[src/rtl/core/ffpa_pkg.sv]
// shared types and constants for the first-fit partition allocator
package ffpa_pkg;

    localparam logic [2:0] ST_OK       = 3'd0;
    localparam logic [2:0] ST_NOSPACE  = 3'd1;
    localparam logic [2:0] ST_NOTFOUND = 3'd2;
    localparam logic [2:0] ST_FULL     = 3'd3;
    localparam logic [2:0] ST_ZERO     = 3'd4;

    localparam logic OP_ALLOC   = 1'b0;
    localparam logic OP_RELEASE = 1'b1;

    localparam int SIZE_W    = 17;
    localparam int OWNER_W   = 16;
    localparam int ADDR_BITS = 16;

    // compare results of the shared unit
    typedef struct packed {
        logic len_ge;
        logic len_eq;
        logic owner_eq;
    } ffpa_cmp_t;

endpackage

[src/rtl/core/ffpa_cmp.sv]
// shared compare unit: length against request, owner against request
module ffpa_cmp
(
    input  logic [ffpa_pkg::SIZE_W-1:0]  entry_len,
    input  logic [ffpa_pkg::SIZE_W-1:0]  req_len,
    input  logic [ffpa_pkg::OWNER_W-1:0] entry_owner,
    input  logic [ffpa_pkg::OWNER_W-1:0] req_owner,
    output ffpa_pkg::ffpa_cmp_t          cmp
);
    import ffpa_pkg::*;

    always_comb
    begin
        cmp.len_ge   = (entry_len >= req_len);
        cmp.len_eq   = (entry_len == req_len);
        cmp.owner_eq = (entry_owner == req_owner);
    end

endmodule

[config.mk]
export PLATFORM = sky130hd
export DESIGN_NAME = ffpa_cmp
export DESIGN_NICKNAME = d
export VERILOG_FILES = /design/src/rtl/core/ffpa_pkg.sv /design/src/rtl/core/ffpa_cmp.sv
export SDC_FILE = /design/constraint.sdc
export NUM_CORES = 1
export LEC_CHECK = 0
export BUFFER_PORTS_ARGS = -buffer_cell sky130_fd_sc_hd__buf_2
export CELL_PAD_IN_SITES_DETAIL_PLACEMENT = 1
export CELL_PAD_IN_SITES_GLOBAL_PLACEMENT = 1
export CORE_ASPECT_RATIO = 0.75
export CORE_MARGIN = 2
export CORE_UTILIZATION = 24
export DETAILED_ROUTE_END_ITERATION = 10
export GPL_ROUTABILITY_DRIVEN = 0
export PLACE_DENSITY = 0.94
export SLEW_MARGIN = 0
export SYNTH_ARGS = -nofsm -noshare
export SYNTH_HDL_FRONTEND = slang
export SYNTH_SLANG_ARGS = --single-unit
[constraint.sdc]
create_clock -name vclk -period 2.4
set_input_delay 0.12 -clock vclk [all_inputs]
set_output_delay 0.12 -clock vclk [all_outputs]
set_load 0.05 [all_outputs]
==> metrics.md <==
| Metric | Value |
|---|---|
| Status | `complete, no violations` |
| VDD IR max | `roughly 0.00006 V` |
| Worst Slack Setup Final | `0.8555 ns` |
| Critical Path Most Common Cell | `buf_2` |
| # Post-CTS Setup Buffers | `0` |
| Max incr delay on CP | `0.30 ns` |
| Pwr Total | `0.1613 mW` |
| DRT antenna net count | `0` |
| Slew Limit Fails | `0` |
| XOR/XNOR share of the synthesized area | `22.49%` |
| Post-Syn Nets | `164` |
| Hold Path Cell Cnt | `5` |
| WL per Instance | `about 13 µm` |
| Leakage | `0.5993 nW` |
| Port Buffers | `69` |
| Seq_cells | `0` |
| Initial DRC Count | `7` |
| Hold Path Class | `in -> out` |
| First-pass GRT wire length | `roughly 3600 µm` |
| Post-DP HPWL | `2276 µm` |
| Layout Area Growth over Synthesis | `62.25%` |
| Top Ports | `69` |
| DR vias/cell | `about 4.4` |
| Crit path buf inv count | `3` |
| Max Freq | `approximately 650 MHz` |
| Max transition margin | `between 70% and 80%` |
| Setup crit end kind | `primary output` |
| Initial antenna violation count | `0` |
| Final core utilization | `around 42%` |
| Compound-Gate Fraction of Synth Area | `15.46%` |
| Horiz. Die Dim | `62.84 µm` |
| Die ar. | `3024 µm²` |
| Initial core utilization | `26.14%` |
| CP max stage cell | `ha_1` |
| Congestion Overflow GR | `0` |
| Hold-fix buffers, CTS | `0` |
| Top delay family on crit path | `simple AND/OR/NAND/NOR gates` |
| Yosys warns | `0` |
| Number of global-route vias before repair | `860` |
| Synth unique cells | `17` |
| Worst Setup Path Type | `in -> out` |
| Synth Area in Adders | `34.14%` |
| Row Count | `15` |
| Register area | `0 µm²` |
| Cells after synthesis | `just over 80` |
| DP Worst Slack | `0.8546 ns` |
| Final hold viol count | `0` |
| Largest net degree at the start of global routing | `4` |
| Ant diodes | `0` |
| Share of cells above drive strength 1 | `about half` |
| Detailed-route wire length | `2339 µm` |
| Worst Path Arrival | `1.42 ns` |
| TNS Setup | `0 ns` |
| Routed vias | `812` |
| Final setup vio count | `0` |
| Router iterations before antenna repair | `2` |
| Final net count | `235` |
| Tmin final | `1.544 ns` |
| Mux contribution to synthesized area | `0%` |
| Sequential share of the synthesized area | `0%` |
| Max Cap Viol | `0` |
| PwrDens | `roughly 160 nW/µm²` |
| Startpoint types | `input pin` |
| CLK BUF | `0` |
| Synthesized cell area | `between 600 and 700 µm²` |
| Height of the chip | `48.13 µm` |
| RSZ-0062 raised after global routing | `no` |
| Core area | `2384 µm²` |
| Synthesized-area fraction occupied by and/or/nand/nor cells | `17.67%` |
| Commonest non-fill, non-tap cell in the layout | `buf_2` |
| Cell Chain, Critical Path | `buf_2 -> inv_1 -> ha_1 -> and4_1 -> and4_4 -> a22oi_2 -> o211ai_2 -> buf_2` |
| Slew @ Worst Pin | `0.3242 ns` |
| Post-CTS sizing | `0` |
| Total track usage | `14.93%` |
| Largest family of logic cells by synthesized area | `adder cells` |
| Commonest cells after routing, fill and taps aside | `buf_2 (69), inv_1 (17), ha_1 (17)` |
| DRC Markers | `0` |
| Syn_area_per_cell | `roughly 7.7 µm²` |
| WP depth | `8` |
| WP data required | `2.28 ns` |
| Final period utilization | `64.35%` |
| Crit Path Max Fanout | `3` |
[final timing paths]
check	start	end	slack, ns
setup / recovery	req_len[12]	cmp[2]	0.86
hold / removal	entry_owner[4]	cmp[0]	0.71
[synth_stat cells]
master     n  share of area, %
o211ai_2   1               2.0
and4_1     2               2.8
a22oi_2    1               2.0
nand2_1    4               2.4
nor4_1     1               1.0
inv_1     17                10
nand2b_1   1               1.0
a21o_2     1               1.4
a21oi_1    8               6.4
ha_1      17                34
o21ai_0    3               2.4
a21o_1     1               1.2
and2_2     1               1.2
and4_4     2               3.6
nand4_1    4               4.0
and4_2     1               1.6
xnor2_1   16                22
[layout make-up]
class                      instances  area, µm²
fill                             340       1373
multi-input combinational         64      559.3
timing repair buffer              69      345.3
inverter                          17      63.81
tap                               34      42.54
[cells by family (layout without fill, tap and decap cells)]
family,count (synthesis),in the layout
AOI/OAI and AO/OA,15,15
adders and majority gates,17,17
xor gates and xnor gates,16,16
buffers and inverters,17,86
and+or+nand+nor,16,16
[metal layers]
layer	global-route usage [%]	vias up	part of all wire, %	routed length, µm
met3	1.155	0	2.9	68
met5	0	-	0	0
met2	37.20	18	62	1442
met1	14.84	376	35	828
li1	-	418	-	-
met4	0	0	0	0
[stage by stage]
stage / instance area (µm²) / instances / hold slack [ns]
detailed placement: 1011 / 184 / 0.7153
CTS: 1011 / 184 / 0.7197
finish: 1011 / 184 / 0.7125
global placement: 1011 / 184 / 0.7033
floorplan: 623.1 / 81 / 0.5268
global route: 1011 / 184 / 0.7499
[where the power goes]
group	total, mW	switching, mW	internal (mW)
Clock	0	0	0
Combinational	0.161	0.0729	0.0884
Sequential	0	0	0
Total	0.161	0.0729	0.0884
(Power assumes the default switching activity.)
